## src/sv/nal_unit_extractor_defines.svh

```systemverilog
// assertion macros shared by the nal unit extractor rtl
`ifndef NAL_UNIT_EXTRACTOR_DEFINES_SVH
`define NAL_UNIT_EXTRACTOR_DEFINES_SVH

// condition must never hold outside reset
`define NUE_ASSERT_NEVER(label, cond, msg) \
  label: assert property (@(posedge clk) disable iff (rst) !(cond)) \
    else $error(msg);

// consequent must hold in the cycle after the antecedent
`define NUE_ASSERT_NEXT(label, ante, cons, msg) \
  label: assert property (@(posedge clk) disable iff (rst) (ante) |=> (cons)) \
    else $error(msg);

`endif

```

## src/sv/nue_pkg.sv

```systemverilog
// types, constants and codes for the nal unit extractor
`timescale 1ns / 1ps
package nue_pkg;

  localparam int BUFFER_BYTES = 1048576;
  localparam int CNT_W        = $clog2(BUFFER_BYTES + 1);
  localparam int ADDR_W       = 20;
  localparam int LEN_W        = 21;

  localparam int QUEUE_DEPTH  = 4;
  localparam int QPTR_W       = $clog2(QUEUE_DEPTH);
  localparam int QCNT_W       = $clog2(QUEUE_DEPTH + 1);

  // input op codes
  localparam logic [1:0] OP_FIRST = 2'd0;
  localparam logic [1:0] OP_NEXT  = 2'd1;
  localparam logic [1:0] OP_END   = 2'd2;

  // result kinds
  localparam logic [1:0] KIND_WRITE = 2'd0;
  localparam logic [1:0] KIND_PATCH = 2'd1;
  localparam logic [1:0] KIND_DESC  = 2'd2;

  // frame position
  localparam logic [1:0] FP_NONE  = 2'd0;
  localparam logic [1:0] FP_ONE   = 2'd1;
  localparam logic [1:0] FP_CHECK = 2'd2;

  localparam logic [7:0] BYTE_ESC  = 8'h03;
  localparam logic [7:0] BYTE_SC   = 8'h01;
  localparam logic [7:0] BYTE_STOP = 8'h80;

  // everything one input word causes, expanded later by the back end
  typedef struct packed {
    logic              has_write;
    logic [ADDR_W-1:0] w_addr;
    logic [7:0]        w_data;
    logic              w_ovf;
    logic              has_patch;
    logic [ADDR_W-1:0] p_addr;
    logic [7:0]        p_data;
    logic              has_desc;
    logic [ADDR_W-1:0] d_addr;
    logic [LEN_W-1:0]  d_len;
  } nue_task_t;

endpackage

```

## src/sv/nue_front.sv

```systemverilog
// front end: accepts stream words, tracks unit state, builds result tasks
`timescale 1ns / 1ps
module nue_front (
  input  logic              clk,
  input  logic              rst,
  input  logic              item_valid,
  output logic              item_stall,
  input  logic [1:0]        op,
  input  logic [7:0]        byte_in,
  input  logic              q_full,
  output logic              push,
  output nue_pkg::nue_task_t task_out
);
  import nue_pkg::*;

  logic [15:0]      byte_window, byte_window_next;
  logic [CNT_W-1:0] write_count, write_count_next;
  logic [CNT_W-1:0] unit_begin, unit_begin_next;
  logic [CNT_W-1:0] last_nonzero_pos, last_nonzero_pos_next;
  logic [7:0]       last_nonzero_value, last_nonzero_value_next;
  logic [1:0]       frame_position, frame_position_next;

  logic             accept;
  logic             zeros, esc, start_code;
  logic             do_store, do_close, upd_nz, store_ok;
  logic [CNT_W-1:0] base, wc_after, unit_end;
  logic [7:0]       patched;
  nue_task_t        tsk;

  assign item_stall = q_full;
  assign accept     = item_valid && !item_stall;
  assign zeros      = (byte_window == 16'h0000);
  assign esc        = zeros && (byte_in == BYTE_ESC);
  assign start_code = zeros && (byte_in == BYTE_SC);
  // lowest set bit cleared
  assign patched    = last_nonzero_value & (last_nonzero_value - 8'd1);

  always_comb begin
    byte_window_next        = byte_window;
    frame_position_next     = frame_position;
    unit_begin_next         = unit_begin;
    last_nonzero_pos_next   = last_nonzero_pos;
    last_nonzero_value_next = last_nonzero_value;
    do_store = 1'b0;
    do_close = 1'b0;
    upd_nz   = 1'b0;
    base     = write_count;
    unique case (op)
      OP_FIRST: begin
        byte_window_next        = {8'h00, byte_in};
        frame_position_next     = FP_ONE;
        unit_begin_next         = '0;
        last_nonzero_pos_next   = '0;
        last_nonzero_value_next = '0;
        base     = '0;
        do_store = 1'b1;
      end
      OP_NEXT: begin
        if (frame_position == FP_ONE) begin
          byte_window_next    = {byte_window[7:0], byte_in};
          frame_position_next = FP_CHECK;
          do_store = 1'b1;
        end else if (frame_position == FP_CHECK) begin
          byte_window_next = {byte_window[7:0], byte_in};
          if (!esc) begin
            do_store = 1'b1;
            do_close = start_code;
            upd_nz   = (byte_in != 8'h00);
          end
        end
      end
      OP_END: begin
        if (frame_position != FP_NONE) begin
          do_close = 1'b1;
          frame_position_next = FP_NONE;
        end
      end
      default: begin
      end
    endcase

    store_ok = (base < CNT_W'(BUFFER_BYTES));
    wc_after = (do_store && store_ok) ? base + CNT_W'(1) : base;
    write_count_next = wc_after;

    tsk = '0;
    if (do_store) begin
      tsk.has_write = 1'b1;
      tsk.w_data    = byte_in;
      tsk.w_ovf     = !store_ok;
      tsk.w_addr    = store_ok ? ADDR_W'(base) : '0;
    end

    unit_end = last_nonzero_pos;
    if (do_close && (last_nonzero_pos != '0)) begin
      if (last_nonzero_value == BYTE_STOP) begin
        unit_end = last_nonzero_pos - CNT_W'(1);
      end else begin
        tsk.has_patch = 1'b1;
        tsk.p_addr    = ADDR_W'(last_nonzero_pos - CNT_W'(1));
        tsk.p_data    = patched;
        last_nonzero_value_next = patched;
      end
      tsk.has_desc = 1'b1;
      tsk.d_addr   = ADDR_W'(unit_begin);
      tsk.d_len    = (unit_end >= unit_begin) ? LEN_W'(unit_end - unit_begin) : '0;
    end
    if (do_close && start_code) begin
      unit_begin_next = wc_after;
    end
    if (upd_nz && store_ok) begin
      last_nonzero_pos_next   = wc_after;
      last_nonzero_value_next = byte_in;
    end
  end

  assign push     = accept && (tsk.has_write || tsk.has_patch || tsk.has_desc);
  assign task_out = tsk;

  always_ff @(posedge clk) begin
    if (rst) begin
      byte_window        <= '0;
      write_count        <= '0;
      unit_begin         <= '0;
      last_nonzero_pos   <= '0;
      last_nonzero_value <= '0;
      frame_position     <= FP_NONE;
    end else if (accept) begin
      byte_window        <= byte_window_next;
      write_count        <= write_count_next;
      unit_begin         <= unit_begin_next;
      last_nonzero_pos   <= last_nonzero_pos_next;
      last_nonzero_value <= last_nonzero_value_next;
      frame_position     <= frame_position_next;
    end
  end

endmodule

```

## src/sv/nue_queue.sv

```systemverilog
// task queue between front end and back end
`timescale 1ns / 1ps
`include "nal_unit_extractor_defines.svh"
module nue_queue (
  input  logic               clk,
  input  logic               rst,
  input  logic               push,
  input  nue_pkg::nue_task_t push_task,
  input  logic               pop,
  output logic               full,
  output logic               head_valid,
  output nue_pkg::nue_task_t head_task
);
  import nue_pkg::*;

  nue_task_t         entries [QUEUE_DEPTH];
  logic [QPTR_W-1:0] wptr, rptr;
  logic [QCNT_W-1:0] count;

  assign full       = (count == QCNT_W'(QUEUE_DEPTH));
  assign head_valid = (count != '0);
  assign head_task  = entries[rptr];

  always_ff @(posedge clk) begin
    if (push) begin
      entries[wptr] <= push_task;
    end
  end

  always_ff @(posedge clk) begin
    if (rst) begin
      wptr  <= '0;
      rptr  <= '0;
      count <= '0;
    end else begin
      if (push) begin
        wptr <= (wptr == QPTR_W'(QUEUE_DEPTH - 1)) ? '0 : wptr + QPTR_W'(1);
      end
      if (pop) begin
        rptr <= (rptr == QPTR_W'(QUEUE_DEPTH - 1)) ? '0 : rptr + QPTR_W'(1);
      end
      count <= count + QCNT_W'(push) - QCNT_W'(pop);
    end
  end

  `NUE_ASSERT_NEVER(a_no_push_full, push && full, "push into full task queue")
  `NUE_ASSERT_NEVER(a_no_pop_empty, pop && !head_valid, "pop from empty task queue")
  `NUE_ASSERT_NEXT(a_count_track, !rst, count == QCNT_W'($past(count) + QCNT_W'($past(push)) - QCNT_W'($past(pop))), "task queue count lost track")

endmodule

```

## src/sv/nue_back.sv

```systemverilog
// back end: expands each task into result words through an output register
`timescale 1ns / 1ps
module nue_back (
  input  logic                       clk,
  input  logic                       rst,
  input  logic                       head_valid,
  input  nue_pkg::nue_task_t         head_task,
  output logic                       pop,
  output logic                       result_valid,
  input  logic                       result_stall,
  output logic [1:0]                 kind,
  output logic [nue_pkg::ADDR_W-1:0] addr,
  output logic [7:0]                 data,
  output logic [nue_pkg::LEN_W-1:0]  unit_length,
  output logic                       overflow,
  output logic                       last
);
  import nue_pkg::*;

  // bit 0 write, bit 1 patch, bit 2 descriptor
  logic [2:0] sent;
  logic [2:0] pending, pick, rest;
  logic       load, is_last;

  assign load    = head_valid && (!result_valid || !result_stall);
  assign pending = {head_task.has_desc, head_task.has_patch, head_task.has_write} & ~sent;
  assign pick    = pending & (~pending + 3'd1);
  assign rest    = pending & ~pick;
  assign is_last = (rest == 3'b000);
  assign pop     = load && is_last;

  always_ff @(posedge clk) begin
    if (rst) begin
      sent         <= '0;
      result_valid <= 1'b0;
    end else begin
      if (load) begin
        sent <= is_last ? 3'b000 : (sent | pick);
      end
      if (load) begin
        result_valid <= 1'b1;
      end else if (!result_stall) begin
        result_valid <= 1'b0;
      end
    end
  end

  always_ff @(posedge clk) begin
    if (load) begin
      last <= is_last;
      if (pick[0]) begin
        kind        <= KIND_WRITE;
        addr        <= head_task.w_addr;
        data        <= head_task.w_data;
        unit_length <= '0;
        overflow    <= head_task.w_ovf;
      end else if (pick[1]) begin
        kind        <= KIND_PATCH;
        addr        <= head_task.p_addr;
        data        <= head_task.p_data;
        unit_length <= '0;
        overflow    <= 1'b0;
      end else begin
        kind        <= KIND_DESC;
        addr        <= head_task.d_addr;
        data        <= 8'h00;
        unit_length <= head_task.d_len;
        overflow    <= 1'b0;
      end
    end
  end

endmodule

```

## src/sv/nal_unit_extractor.sv

```systemverilog
// top level of the nal unit extractor
//
//   channel   direction  handshake                    fields
//   item      in         item_valid / item_stall      op, byte_in
//   result    out        result_valid / result_stall  kind, addr, data, unit_length,
//                                                     overflow, last
//
// one input word per cycle while each word causes at most one result and no result_stall
// start codes give up to three results and end of frame up to two, sent by the back end
// one per cycle while result_stall is low; the four-entry task queue absorbs them so the
// front keeps taking words; item_stall rises only when the task queue is full
// result_stall holds the output register; a word goes via the task queue to that register
// synchronous reset clears all control state; the buffer itself lives outside the block
`timescale 1ns / 1ps
module nal_unit_extractor (
  input  logic                       clk,
  input  logic                       rst,
  input  logic                       item_valid,
  output logic                       item_stall,
  input  logic [1:0]                 op,
  input  logic [7:0]                 byte_in,
  output logic                       result_valid,
  input  logic                       result_stall,
  output logic [1:0]                 kind,
  output logic [nue_pkg::ADDR_W-1:0] addr,
  output logic [7:0]                 data,
  output logic [nue_pkg::LEN_W-1:0]  unit_length,
  output logic                       overflow,
  output logic                       last
);
  import nue_pkg::*;

  logic      push, pop, q_full, head_valid;
  nue_task_t push_task, head_task;

  nue_front u_front (
    .clk        (clk),
    .rst        (rst),
    .item_valid (item_valid),
    .item_stall (item_stall),
    .op         (op),
    .byte_in    (byte_in),
    .q_full     (q_full),
    .push       (push),
    .task_out   (push_task)
  );

  nue_queue u_queue (
    .clk        (clk),
    .rst        (rst),
    .push       (push),
    .push_task  (push_task),
    .pop        (pop),
    .full       (q_full),
    .head_valid (head_valid),
    .head_task  (head_task)
  );

  nue_back u_back (
    .clk          (clk),
    .rst          (rst),
    .head_valid   (head_valid),
    .head_task    (head_task),
    .pop          (pop),
    .result_valid (result_valid),
    .result_stall (result_stall),
    .kind         (kind),
    .addr         (addr),
    .data         (data),
    .unit_length  (unit_length),
    .overflow     (overflow),
    .last         (last)
  );

endmodule
```

## config.mk

```make
export PLATFORM = sky130hd
export DESIGN_NAME = nal_unit_extractor
export DESIGN_NICKNAME = d
export VERILOG_FILES = /design/src/sv/nue_pkg.sv /design/src/sv/nue_front.sv /design/src/sv/nue_queue.sv /design/src/sv/nue_back.sv /design/src/sv/nal_unit_extractor.sv
export VERILOG_INCLUDE_DIRS = /design/src /design/src/sv
export SDC_FILE = /design/constraint.sdc
export NUM_CORES = 1
export LEC_CHECK = 0
export ABC_AREA = 1
export BUFFER_PORTS_ARGS = -buffer_cell sky130_fd_sc_hd__buf_2
export CORE_ASPECT_RATIO = 1.1
export CORE_UTILIZATION = 55
export DETAILED_ROUTE_END_ITERATION = 10
export MAX_ROUTING_LAYER = met4
export PLACE_DENSITY_LB_ADDON = 0.25
export RECOVER_POWER = 50
export SYNTH_ARGS = -nofsm -noshare
export SYNTH_HDL_FRONTEND = slang
export SYNTH_SLANG_ARGS = --single-unit
```

## constraint.sdc

```tcl
create_clock -name clk -period 6.2 [get_ports clk]
set_input_delay 0.62 -clock clk [delete_from_list [all_inputs] [get_ports clk]]
set_output_delay 0.62 -clock clk [all_outputs]
set_load 0.05 [all_outputs]
```

Yosys cells after proc, flatten, opt, wreduce, memory -nomap -nowiden:

Memory sizes are Yosys's and may differ from the RTL's. A register that Yosys moved wholly into a read port is not among the register bits.
Index checks and enable logic that the tools add are counted.

* flip-flop bits (word level): 153
* bits in writable memories: 404
* input port bits: 14
* output and inout port bits: 55
* word-level logic and storage cells: 133
* memories: 1

* add/sub/neg operators: 9
* magnitude comparators: 2
* eq/ne operators: 14
* muxes and demuxes: 49
* bitwise gates (word level): 8
* reductions and logical operators: 33

Memories
* u_queue.entries: depth 4, bits a word 101, read ports 1, clocked after Yosys merged registers in 1, wr ports 1, line nue_queue.sv:16 `nue_task_t entries [QUEUE_DEPTH];`

Operators by type and width (count)
* 21-bit two-way mux: 8
* 71-bit two-way mux: 1
* 20-bit two-way mux: 3
* 8-bit two-way mux: 6
* 16-bit two-way mux: 2
* 16-bit case mux with 2 select lines: 1
* 30-bit two-way mux: 1
* 29-bit two-way mux: 1
* 21-bit by 1-bit adder with 21-bit output, second input constant: 1
* 21-bit >= comparator: 1
* 21-bit less-than comparator, second input constant: 1
* 21-bit nonzero test: 1
* 21-bit by 1-bit subtractor with 21-bit output, second input constant: 1
* 21-bit subtractor: 1
* 16-bit zero test: 1
* 1-bit two-way mux: 15
* 2-bit two-way mux: 7
* 1-bit logical AND: 10
* 3-bit AND: 3
* 3-bit NOT: 3
* 8-bit AND: 1
* 2-bit equality test, second input constant: 4
* 8-bit by 1-bit equality test with 1-bit output, second input constant: 1
* 8-bit by 2-bit equality test with 1-bit output, second input constant: 1
* other kinds (25): 40

Depth between registers and ports, before layout:

Gate-level depths: netlist (run 1).

* depth after elaboration: 16
* depth in mapped cells: 22
* mapped depth without buffers: 20

Hierarchy:

A second synthesis (run 1) with hierarchy kept.

* cells, all modules: 2653
* area total of the unflattened synthesis: 26115.0 sq um

Modules (own cells, without submodules)
* nue_queue: instances 1, cells an instance 1237, area an instance 16470.8 sq um, sequential area each 12311.8 sq um
* nue_front: instances 1, cells an instance 1187, area an instance 7180.6 sq um, sequential area each 1781.7 sq um
* nue_back: instances 1, cells an instance 229, area an instance 2463.6 sq um, sequential area each 1671.6 sq um

Worst setup path before layout (run 1):

Ideal clock, no wire load.

* kind: input to register
* start point: in op[1]
* end point: mem u_queue.entries[0][0] (netlist bit) (enable)
* library setup time: 0.559 ns
* data arrival time: 5.757 ns
* data required time: 5.641 ns
* path slack: -0.116 ns
* stages on the path: 10
* path buffers: 2
* cells stage by stage: inv_1 ha_1 buf_2 nand3_2 nand2_4 nand3_4 buf_8 nand2_4 nand2_4 nor2_1

* word-level cells in the longest chain between the ends: 9
* elaborated cells between the ends (all ways): 13
* classes of those cells: eq/ne (2); mux (6); reduce/logical (5)

Ends and longest elaborated chain
* start: declaration: line nal_unit_extractor.sv:20 `input logic [1:0] op,`
* 2-bit equality test or 2-bit by 1-bit equality test with 1-bit output (tied branches): line nue_front.sv:48 `unique case (op)`
* 1-bit case mux with 2 select lines: line nue_front.sv:48
* 1-bit logical AND: line nue_front.sv:95 `if (do_close && (last_nonzero_pos != '0)) begin`
* 71-bit two-way mux: line nue_front.sv:95
* 1-bit logical OR: line nue_front.sv:117 `assign push = accept && (tsk.has_write || tsk.has_patch || tsk.has_desc);`
* 1-bit logical OR *: line nue_front.sv:117
* 1-bit logical AND *: line nue_front.sv:117
* 1-bit two-way mux *: line nue_queue.sv:25 `if (push) begin`
* 1-bit two-way mux (implied by the code) *: line nue_queue.sv:26 `entries[wptr] <= push_task;`
* end: declaration: line nue_queue.sv:16

Every way passes the cells marked *; elsewhere a longest branch is shown, timed or not.

==> flow_summary_export.csv, run 1 <==
group,metric,value,unit
place,dp_hpwl,40000,um
floorplan,rows,81,
route,vias,17800,
global_routing,grt_use_met1,0.384,
floorplan,die_x,205,um
route,drt-total-wl,63300,um
worst_setup_path,cp-end-kind,"flip-flop",
worst_setup_path,path_class,"reg -> reg",
hold_path,hold_depth,3,
worst_setup_path,cp_max_fo,63,
power,total_power,0.0111,W
worst_setup_path,slowest_delay,0.99,ns
route,first_pass_iters,5,
logic_synthesis,yosysWarnings,0,
clock_tree,cts_made_buffers,53,
global_routing,antenna_found_initial,0,
timing,hold_viol_final,0,
logic_synthesis,syn_area_per_cell,10.2,sq um
logic_synthesis,synthArstFlopShare,0,
floorplan,start_util,0.558,
timing,timing_worst_slew_pin_value,4.06,ns
route,routed_via_density,5.76,
hold_path,hold_class,"in -> reg",
layout,drive_above_1_share,0.0708,
worst_setup_path,required,6.54,ns
timing,setup_total_negative_slack,0,ns
timing,max_freq,0.194,GHz
place,dp.cells,2983,
worst_setup_path,reg2regPathDepth,15,
global_routing,grt_pass1_wl,96000,um
route,drtIter0Drc,1687,
floorplan,io-pin-count,69,
worst_setup_path,critPathTopFamily,"buffers and inverters",
hold_path,holdCritStartpoint,"byte_in[2]",
power,pwr-share-seq,0.412,
place,numPortBuffers,68,
global_routing,grtUsageMet3,0.0293,
layout,instances_no_fill,3080,
run_status,status,"finished, violations left",
route,drt-wirelength-per-cell,20.5,um
timing,fin_skew,0.0201,ns
global_routing,grtUsageTotal,0.284,
logic_synthesis,synth_nets,2496,
clock_tree,tritoncts,"done",
clock_tree,cts_hold_buf,0,
timing,finalMaxSlewViolations,144,
worst_setup_path,start_kind,"flip-flop",
logic_synthesis,syn_inst,2445,
layout,area_growth,9.00,%
clock_tree,clk_pin_slew_worst_paths,0.06,ns
worst_setup_path,crit_arrival,5.50,ns
power,clockPowerShare,0.285,
worst_setup_path,crit_path_frequent_cell,"nand2_1",
worst_setup_path,path_depth,15,
power,p_comb_frac,0.303,
route,postRouteAntennaNets,0,
clock_tree,cts_buffer_depth,3,
worst_setup_path,regToRegEndpoint,"u_queue.count[2]$_SDFF_PP0_",
timing,relSlewSlack,-1.71,
clock_tree,post-cts-setup-buffer-count,0,
layout,insertedDiodeCount,0,
global_routing,gr-max-usage-layer,"met2",
place,gp_congestion,1.01,
route,drcViolationCount,0,
power,power.internal,0.00701,W
clock_tree,cts_resized,0,
global_routing,grt-ovfl-total,0,
layout,fin_area,27100,sq um
logic_synthesis,synth_flop_cell,"edfxtp_1",
timing,finalCritPeriodShare,0.832,
clock_tree,cts_root_buf,"clkbuf_16",
global_routing,grt_use_met2,0.447,
power,sw_frac_of_total,0.369,
floorplan,dieHeight,225,um
run,drv_cap,2,
logic_synthesis,netlist_area,24800,sq um
logic_synthesis,synth-seq-cells,555,
worst_setup_path,rrSetupSlack,1.04,ns
clock_tree,ctsHtreeMaxLevel,2,
power,powerDensity,410,nW/um^2
logic_synthesis,synth-edff-count,453,
timing,setup_viol,0,
layout,layout.nets,2508,
power,power_switching,0.00410,W
floorplan,core,44500,sq um
timing,post-route-min-period,5.16,ns
power,ir_drop,0.301,mV
timing,rsz0062_at_grt,"no",
logic_synthesis,yosysSeqAreaShare,0.630,
clock_tree,clk_latency,0.62,ns
clock_tree,cts.sinks,555,
run_status,violations,"capacitance limit, slew limit",
floorplan,dieArea,46000,sq um
worst_setup_path,path_buf_inv,4,
global_routing,grt_pass1_vias,16700,
layout,fin_util,0.608,
worst_setup_path,slowest_stage,"clkbuf_1",
logic_synthesis,synthDistinctLibCells,54,
hold_path,min_to,"u_front.byte_window[2]$_SDFFE_PP0P_",
worst_setup_path,crit_chain,"inv_4 -> nor2_1 -> o21ai_0 -> nand2_1 -> nand2_1 -> clkbuf_1 -> o21ai_0 -> nand2_1 -> inv_2 -> ha_1 -> inv_1 -> ha_1 -> fa_1 -> xor2_1 -> nor2_1",
power,p_leak,10.2,nW
global_routing,grt_max_degree,107,
place,placed_area,25500,sq um
[kinds of logic after synthesis]
logic type | share of synthesized area
flops | 0.630
buf+inv | 0.0497
xor+xnor | 0.0159
compound gates | 0.110
simple gates | 0.175
fa+ha+maj | 0.0193
[placed cells by master, fill, tap and decap left out, types with 20 or more instances in the layout]
master	instances
nor2_1	410
ha_1	35
inv_1	148
a21oi_1	145
dfxtp_1	101
xor2_1	30
o21ai_0	255
nand4_1	20
edfxtp_1	453
nor3_1	23
nand3_1	111
clkbuf_16	53
o22ai_1	74
nand2_1	385
clkbuf_1	74
[worst reg2reg max path: cells and delay by family (launching register included)]
family	cells	cell delay, ns
buffers and inverters	4	1.82
adders and majority gates	3	0.90
AOI/OAI and AO/OA	2	0.70
and+or+nand+nor	5	0.68
DFF	1	0.62
xor gates and xnor gates	1	0.17
[power groups by stage]
stage | combinational [W] | clock, W | sequential (W)
after floorplan | 0.00191 | 0 | 0.00527
after global placement | 0.00337 | 0 | 0.00462
after detailed placement | 0.00342 | 0 | 0.00463
after CTS | 0.00344 | 0.00322 | 0.00455
after global routing | 0.00366 | 0.00333 | 0.00460
final | 0.00336 | 0.00317 | 0.00457
[cell type report]
| type | count | area, sq um |
|---|---|---|
| inverter | 159 | 602 |
| multi-input combinational | 1598 | 7920 |
| sequential | 555 | 15600 |
| clock buffer | 70 | 1410 |
| clock inverter | 27 | 282 |
| fill | 3633 | 17400 |
| timing repair buffer | 90 | 474 |
| tap | 581 | 727 |
[Yosys cell counts, types with 17 or more instances]
library cell  count  area share
a21oi_1         145       0.029
buf_2            34      0.0069
clkbuf_1         78       0.012
dfxtp_1         102       0.082
edfxtp_1        453        0.55
ha_1             35       0.018
inv_1           148       0.022
nand2_1         376       0.057
nand3_1         110       0.022
nand4_1          19      0.0048
nor2_1          412       0.062
nor2_2           17      0.0043
nor3_1           23      0.0046
o21ai_0         251       0.051
o22ai_1          74       0.019
xor2_1           30       0.011
[routing by layer]
| metal | wire length [um] | up-vias | share of wire |
|---|---|---|---|
| li1 | - | 8457 | - |
| met4 | 1840 | 0 | 0.029 |
| met2 | 30700 | 644 | 0.48 |
| met5 | 0 | - | 0 |
| met1 | 27000 | 8554 | 0.43 |
| met3 | 3810 | 98 | 0.060 |
[worst max-delay path by stage]
stage                                               start                               end  slack [ns]
2_1_floorplan                                       op[1]   u_queue.entries[0][0]$_DFFE_PP_       -0.12
3_3_place_gp   u_front.last_nonzero_value[1]$_SDFFE_PP0P_  u_queue.entries[0][14]$_DFFE_PP_        1.66
3_5_place_dp   u_front.last_nonzero_value[1]$_SDFFE_PP0P_  u_queue.entries[2][14]$_DFFE_PP_        1.61
4_1_cts        u_front.last_nonzero_value[1]$_SDFFE_PP0P_  u_queue.entries[1][14]$_DFFE_PP_        1.57
5_1_grt                                         flip-flop       u_queue.count[2]$_SDFF_PP0_        0.57
6_report                                        flip-flop       u_queue.count[2]$_SDFF_PP0_        1.04
[metrics by stage]
| stage | setup slack, ns | hold WS, ns |
|---|---|---|
| after floorplan | -0.116 | 0.428 |
| after global placement | 1.66 | 0.437 |
| after detailed placement | 1.61 | 0.451 |
| after CTS | 1.57 | 0.278 |
| after global routing | 0.572 | 0.323 |
| final | 1.04 | 0.312 |
[sequential cells by signal (all words and copies together) (netlist names), named ones only]
signal	flops
u_back.last	1
u_back.result_valid	1
u_back.unit_length	21
u_back.overflow	1
u_back.sent	3
u_back.addr	20
u_front.last_nonzero_pos	21
u_front.write_count	21
u_queue.count	3
u_back.data	8
u_front.last_nonzero_value	8
u_queue.rptr	2
u_queue.wptr	2
u_queue.entries	400
u_back.kind	2
u_front.byte_window	16
u_front.frame_position	2
u_front.unit_begin	21
Power figures use the tool's default switching activity.
==> run 2: changes to the inputs <==
--- a/config.mk
+++ b/config.mk
@@ -6,7 +6,7 @@
 export SDC_FILE = /design/constraint.sdc
 export NUM_CORES = 1
 export LEC_CHECK = 0
-export ABC_AREA = 1
+export ABC_AREA = 0
 export BUFFER_PORTS_ARGS = -buffer_cell sky130_fd_sc_hd__buf_2
 export CORE_ASPECT_RATIO = 1.1
 export CORE_UTILIZATION = 55
==> constraint.sdc (replaced) <==
create_clock -name clk -period 4.15 [get_ports clk]
set_input_delay 0.415 -clock clk [delete_from_list [all_inputs] [get_ports clk]]
set_output_delay 0.415 -clock clk [all_outputs]
set_load 0.05 [all_outputs]
==> flow_summary_export.csv, run 2 <==
group,metric,value,unit
logic_synthesis,synth.area.mux_share,0.109,
power,ir_drop,0.341,mV
power,p_leak,9.27,nW
timing,max_freq,0.239,GHz
logic_synthesis,yosys-top-cells-area,"edfxtp_1, mux4_2, dfxtp_1",
timing,hold_viol_final,0,
route,met1Wirelength,20900,um
logic_synthesis,synth-seq-cells,555,
layout,fin_area,27100,sq um
layout,regMostFlops,"u_queue.entries",
logic_synthesis,synth_flop_cell,"edfxtp_1",
layout,final_cell_mix,"edfxtp_1, nand2_1, mux4_2, dfxtp_1, nor2_1",
global_routing,grt_pass1_vias,13800,
power,p_comb_frac,0.231,
worst_setup_path,path_class,"reg -> reg",
logic_synthesis,yosysWarnings,0,
layout,area_growth,14.8,%
route,postRouteAntennaNets,0,
logic_synthesis,netlist_area,23700,sq um
logic_synthesis,syn_inst,1608,
power,powerDensity,543,nW/um^2
run,drv_cap,4,
logic_synthesis,synth_nets,1659,
clock_tree,cts_made_buffers,54,
power,power_switching,0.00448,W
worst_setup_path,cp-end-kind,"flip-flop",
floorplan,io-pin-count,69,
timing,timing_worst_slew_pin_value,2.18,ns
layout,layout.nets,1780,
power,power.internal,0.0103,W
route,routed_via_density,5.91,
worst_setup_path,cp_max_fo,8,
run_status,status,"finished, violations left",
power,pwr-share-seq,0.456,
global_routing,grt-ovfl-total,0,
place,placed_area,25000,sq um
worst_setup_path,crit_arrival,4.50,ns
timing,fin_skew,0.0210,ns
clock_tree,cts_hold_buf,0,
logic_synthesis,yosysSeqAreaShare,0.661,
layout,final_common_cell,"edfxtp_1",
layout,insertedDiodeCount,0,
route,drt-wirelength-per-cell,21.8,um
logic_synthesis,yosysMostFrequentCell,"edfxtp_1",
timing,finalMaxSlewViolations,196,
timing,layout_setup_ws,-0.0260,ns
logic_synthesis,synth-edff-count,453,
clock_tree,clk_pin_slew_worst_paths,0.06,ns
logic_synthesis,synth-xor-area-share,0.0255,
logic_synthesis,syn_area_per_cell,14.7,sq um
clock_tree,cts_root_buf,"clkbuf_16",
place,gp_congestion,0.903,
worst_setup_path,start_kind,"flip-flop",
power,sw_frac_of_total,0.304,
power,total_power,0.0147,W
logic_synthesis,synthArstFlopShare,0,
layout,largest_reg_flops,400,
clock_tree,cts_buffer_depth,3,
layout,fillers,3120,
layout,drive_above_1_share,0.195,
hold_path,hold_class,"in -> reg",
route,route.top_layer_used,"met4",
route,first_pass_iters,5,
timing,finalCritPeriodShare,1.01,
logic_synthesis,synth_fa_ha_area_frac,0.0202,
global_routing,grt_max_degree,58,
logic_synthesis,synthTopCellsByCount,"edfxtp_1, nor2_1, dfxtp_1",
clock_tree,ctsHtreeMaxLevel,2,
floorplan,dieHeight,220,um
floorplan,die_x,200,um
route,drcViolationCount,0,
route,drtIter0Drc,1087,
run_status,violations,"capacitance limit, slew limit, setup timing",
place,dp_hpwl,32100,um
route,met2WireLength,26500,um
worst_setup_path,required,4.48,ns
logic_synthesis,synthDistinctLibCells,73,
global_routing,grt_pass1_wl,77200,um
logic_synthesis,yosys.area.top_type,"edfxtp_1",
global_routing,antenna_found_initial,0,
route,dr_wl_met3,2280,um
timing,rsz0062_at_grt,"yes",
logic_synthesis,synth_compound_area_frac,0.0632,
clock_tree,clk_latency,0.60,ns
route,drt-total-wl,51100,um
clock_tree,cts.sinks,555,
logic_synthesis,synth_top_family_by_area,"multiplexers",
logic_synthesis,synth.top_cell.area_share,0.575,
place,pre_cts_ws,-0.0775,ns
route,vias,13800,
global_routing,grtUsageTotal,0.241,
timing,relSlewSlack,-0.456,
place,numPortBuffers,68,
timing,post-route-min-period,4.18,ns
logic_synthesis,synth-simple-area-share,0.0979,
power,clockPowerShare,0.313,
clock_tree,tritoncts,"done",
timing,setup_viol,31,
floorplan,start_util,0.558,
floorplan,rows,79,
floorplan,dieArea,43800,sq um
floorplan,core,42400,sq um
run 2: cell count changes in the layout (fill, tap and decap cells not counted), sizes merged, moves of 74 or more:
cell   delta
a21oi    -91
o22ai    -74
mux4    +100
inv     -112
nand3    -91
nor2    -325
o21ai   -176
nand2   -294
run 2: final cells by class:
cell class | instances | area [sq um] | area share
flip-flops and latches | 555 | 15700 | 0.576
clock inverters | 24 | 208 | 0.00765
multi-input cells | 919 | 7880 | 0.290
inverters | 45 | 176 | 0.00650
repair buffers | 154 | 1070 | 0.0395
clock buffers | 75 | 1450 | 0.0535
well taps | 567 | 709 | 0.0261
run 2: logic make-up (layout without fill, tap and decap cells):
group,count (synthesis),after routing
simple gates,446,446
mux,133,133
flops,555,555
buf+inv,134,298
xor+xnor,69,69
compound gates,234,234
fa+ha+maj,37,37
run 2: repair_timing:
| action | 4_1_cts | 5_1_grt |
|---|---|---|
| gates resized for setup | 4 | 89 |
| endpoints found under the hold margin | 0 | 0 |
| gates cloned | 0 | 3 |
| pin swaps | 3 | 45 |
| setup endpoints to repair | 39 | 84 |
| setup buffers | 1 | 22 |
run 2: power groups by stage:
stage,Clock [W],Sequential [W],Combinational [W]
2_1_floorplan,0,0.00777,0.00167
3_3_place_gp,0,0.00680,0.00348
3_5_place_dp,0,0.00682,0.00352
4_1_cts,0.00469,0.00670,0.00353
5_1_grt,0.00489,0.00676,0.00365
6_report,0.00462,0.00671,0.00340
run 2: final timing paths:
| kind | startpoint | endpoint | slack, ns | cells after the start |
|---|---|---|---|---|
| setup / recovery | u_front.last_nonzero_value[2]$_SDFFE_PP0P_ | u_queue.entries[0][10]$_DFFE_PP_ | -0.03 | 19 |
| hold / removal | result_stall | u_back.result_valid$_SDFFE_PP0P_ | 0.08 | 3 |
| setup reg to reg | u_front.last_nonzero_value[2]$_SDFFE_PP0P_ | u_queue.entries[0][10]$_DFFE_PP_ | -0.03 | 19 |
| hold reg to reg | u_back.sent[2]$_SDFFE_PP0P_ | u_back.sent[2]$_SDFFE_PP0P_ | 0.45 | 2 |
run 2: metrics by stage:
stage | cells | util | setup TNS [ns] | hold WS [ns]
floorplan | 1608 | - | -0.376 | 0.424
detailed placement | 2214 | 0.590 | -0.616 | 0.441
CTS | 2314 | 0.630 | -0.211 | 0.0713
global placement | 2214 | 0.590 | 0 | 0.434
finish | 2339 | 0.640 | -0.382 | 0.0790
global route | 2339 | 0.640 | -13.38 | 0.0655
run 2: worst max-delay path: stages, from the launching register on:
cell,delay [ns]
dfxtp_2,0.32
or3_4,0.38
or4_4,0.45
nor2_4,0.09
and2_4,0.19
inv_8,0.05
buf_4,0.14
nor2_2,0.11
xor2_1,0.16
ha_2,0.33
buf_4,0.15
o211ai_1,0.14
a21boi_2,0.12
o211ai_1,0.28
a21oi_2,0.11
or2_4,0.25
o31ai_4,0.23
buf_6,0.18
clkbuf_16,0.17
nor2_2,0.06
run 2: routing by layer:
layer  GRT usage  up-vias
li1            -     6339
met3      0.0314       84
met4      0.0758        0
met1       0.304     7015
met5           -        -
met2       0.408      385
==> run 3: changes to the inputs <==
==> constraint.sdc (replaced) <==
create_clock -name clk -period 4.15 [get_ports clk]
set_input_delay 0.2075 -clock clk [delete_from_list [all_inputs] [get_ports clk]]
set_output_delay 0.2075 -clock clk [all_outputs]
set_load 0.05 [all_outputs]
==> flow_summary_export.csv, run 3 (synthesis gave the netlist of run 2 again) <==
group,metric,value,unit
route,first_pass_iters,5,
floorplan,rows,79,
layout,insertedDiodeCount,0,
place,dp.cells,2224,
hold_path,holdCritStartpoint,"op[1]",
timing,finalMaxSlewViolations,156,
route,dr_wl_met3,2550,um
worst_setup_path,reg2regPathDepth,18,
layout,largest_reg_flops,400,
route,met1Wirelength,20800,um
run,drv_cap,3,
clock_tree,clk_pin_slew_worst_paths,0.06,ns
worst_setup_path,crit_path_frequent_cell,"buf_6",
route,drcViolationCount,0,
worst_setup_path,slowest_stage,"or4_4",
clock_tree,cts_buffer_depth,3,
timing,setup_viol,0,
layout,drive_above_1_share,0.191,
route,postRouteAntennaNets,0,
power,p_comb_frac,0.231,
worst_setup_path,start_kind,"flip-flop",
floorplan,dieArea,43800,sq um
place,gp_congestion,0.911,
floorplan,io-pin-count,69,
timing,post-route-min-period,4.13,ns
route,route.top_layer_used,"met4",
power,pwr-share-seq,0.453,
global_routing,grt_pass1_vias,13900,
clock_tree,cts.sinks,555,
floorplan,core,42400,sq um
worst_setup_path,cp-end-kind,"flip-flop",
global_routing,grt-ovfl-total,0,
clock_tree,tritoncts,"done",
run_status,violations,"capacitance limit, slew limit",
worst_setup_path,required,4.47,ns
place,numPortBuffers,68,
power,p_leak,9.31,nW
route,met2WireLength,26300,um
route,drtIter0Drc,996,
layout,area_growth,14.7,%
timing,hold_viol_final,0,
power,power_switching,0.00447,W
clock_tree,cts_made_buffers,52,
layout,final_common_cell,"edfxtp_1",
route,routed_via_density,5.90,
power,sw_frac_of_total,0.302,
layout,final_cell_mix,"edfxtp_1, dfxtp_1, nand2_1, mux4_2, nor2_1",
power,power.internal,0.0103,W
worst_setup_path,regToRegEndpoint,"u_queue.entries[1][11]$_DFFE_PP_",
hold_path,hold_depth,4,
timing,finalCritPeriodShare,0.994,
timing,rsz0062_at_grt,"yes",
clock_tree,cts_root_buf,"clkbuf_16",
global_routing,grt_max_degree,57,
global_routing,antenna_found_initial,0,
layout,regMostFlops,"u_queue.entries",
worst_setup_path,crit_path_start,"u_front.last_nonzero_value[2]$_SDFFE_PP0P_",
timing,timing_worst_slew_pin_value,1.81,ns
worst_setup_path,crit_chain,"or3_4 -> or4_4 -> nor2_4 -> and2_4 -> buf_6 -> nand2_8 -> nor3_4 -> xor2_1 -> ha_1 -> and3_4 -> and3_4 -> nor2b_4 -> a211o_1 -> buf_6 -> o31ai_4 -> buf_6 -> buf_12 -> nor2_2",
layout,layout.nets,1785,
worst_setup_path,crit_arrival,4.45,ns
route,drt-total-wl,51000,um
power,ir_drop,0.382,mV
power,powerDensity,546,nW/um^2
run_status,status,"finished, violations left",
global_routing,grt_pass1_wl,78300,um
timing,fin_skew,0.0249,ns
layout,instances_no_fill,2344,
floorplan,start_util,0.558,
hold_path,hold_class,"in -> reg",
floorplan,dieHeight,220,um
timing,max_freq,0.242,GHz
route,vias,13800,
power,clockPowerShare,0.317,
floorplan,die_x,200,um
route,drt-wirelength-per-cell,21.7,um
place,dp_hpwl,33000,um
worst_setup_path,timing.rr.start,"u_front.last_nonzero_value[2]$_SDFFE_PP0P_",
hold_path,min_to,"u_front.frame_position[0]$_SDFFE_PP0P_",
worst_setup_path,slowest_delay,0.45,ns
global_routing,grtUsageTotal,0.246,
worst_setup_path,path_class,"reg -> reg",
worst_setup_path,rrSetupSlack,0.02,ns
worst_setup_path,cp_max_fo,5,
clock_tree,ctsHtreeMaxLevel,2,
clock_tree,clk_latency,0.60,ns
timing,relSlewSlack,-0.204,
layout,fin_util,0.640,
==> run 3: metal layers <==
layer,vias to the layer above,GRT usage
met4,0,0.0796
met3,88,0.0341
met5,-,-
met2,401,0.412
li1,6362,-
met1,6983,0.311
==> run 3: cell type report <==
class,instances,area [sq um]
Timing Repair Buffer,161,1170
Fill cell,3049,15300
Clock buffer,82,1570
Clock inverter,15,139
Multi-Input combinational cell,919,7740
Inverter,45,174
Sequential cell,555,15600
Tap cell,567,709
==> run 3: power by group through the flow <==
| stage | clock [W] | combinational, W | sequential, W |
|---|---|---|---|
| floorplan | 0 | 0.00167 | 0.00777 |
| detailed placement | 0 | 0.00354 | 0.00681 |
| global route | 0.00497 | 0.00366 | 0.00675 |
| global placement | 0 | 0.00350 | 0.00680 |
| finish | 0.00469 | 0.00342 | 0.00671 |
| CTS | 0.00477 | 0.00356 | 0.00670 |
==> run 3: worst max-delay path, delay by kind of cell (launching register included) <==
kind            cells  cell delay, ns
flops               1            0.32
buf+inv             4            0.57
simple gates       10            1.95
compound gates      2            0.53
fa+ha+maj           1            0.29
xor+xnor            1            0.17
==> run 3: per-stage QoR <==
step | setup slack [ns] | total power, W | hold slack [ns] | setup TNS (ns) | cell area, sq um
floorplan | -0.0941 | 0.00944 | 0.344 | -0.376 | 23700
global placement | -0.0688 | 0.0103 | 0.437 | -1.34 | 25100
CTS | -0.00271 | 0.0150 | 0.0527 | -0.0269 | 27100
global route | -0.115 | 0.0154 | 0.112 | -7.84 | 27100
detailed placement | -0.118 | 0.0103 | 0.442 | -1.99 | 25100
finish | 0.0231 | 0.0148 | 0.0818 | 0 | 27100
==> run 3: worst max-delay path by stage <==
stage                                  endpoint  slack, ns  cells past startpoint
3_3_place_gp   u_queue.entries[0][19]$_DFFE_PP_      -0.07                     16
5_1_grt        u_queue.entries[0][11]$_DFFE_PP_      -0.12                     18
4_1_cts         u_queue.entries[3][5]$_DFFE_PP_     -0.003                     17
3_5_place_dp   u_queue.entries[1][19]$_DFFE_PP_      -0.12                     18
2_1_floorplan  u_queue.entries[0][20]$_DFFE_PP_      -0.09                     18
6_report       u_queue.entries[1][11]$_DFFE_PP_       0.02                     18
==> run 3: timing repair <==
item	CTS	global route
pin swaps	9	18
resized for setup	27	33
cloned	1	1
setup buffers	6	7
endpoints found under the hold margin	13	0
setup endpoints to repair	84	84
hold buffers	9	0
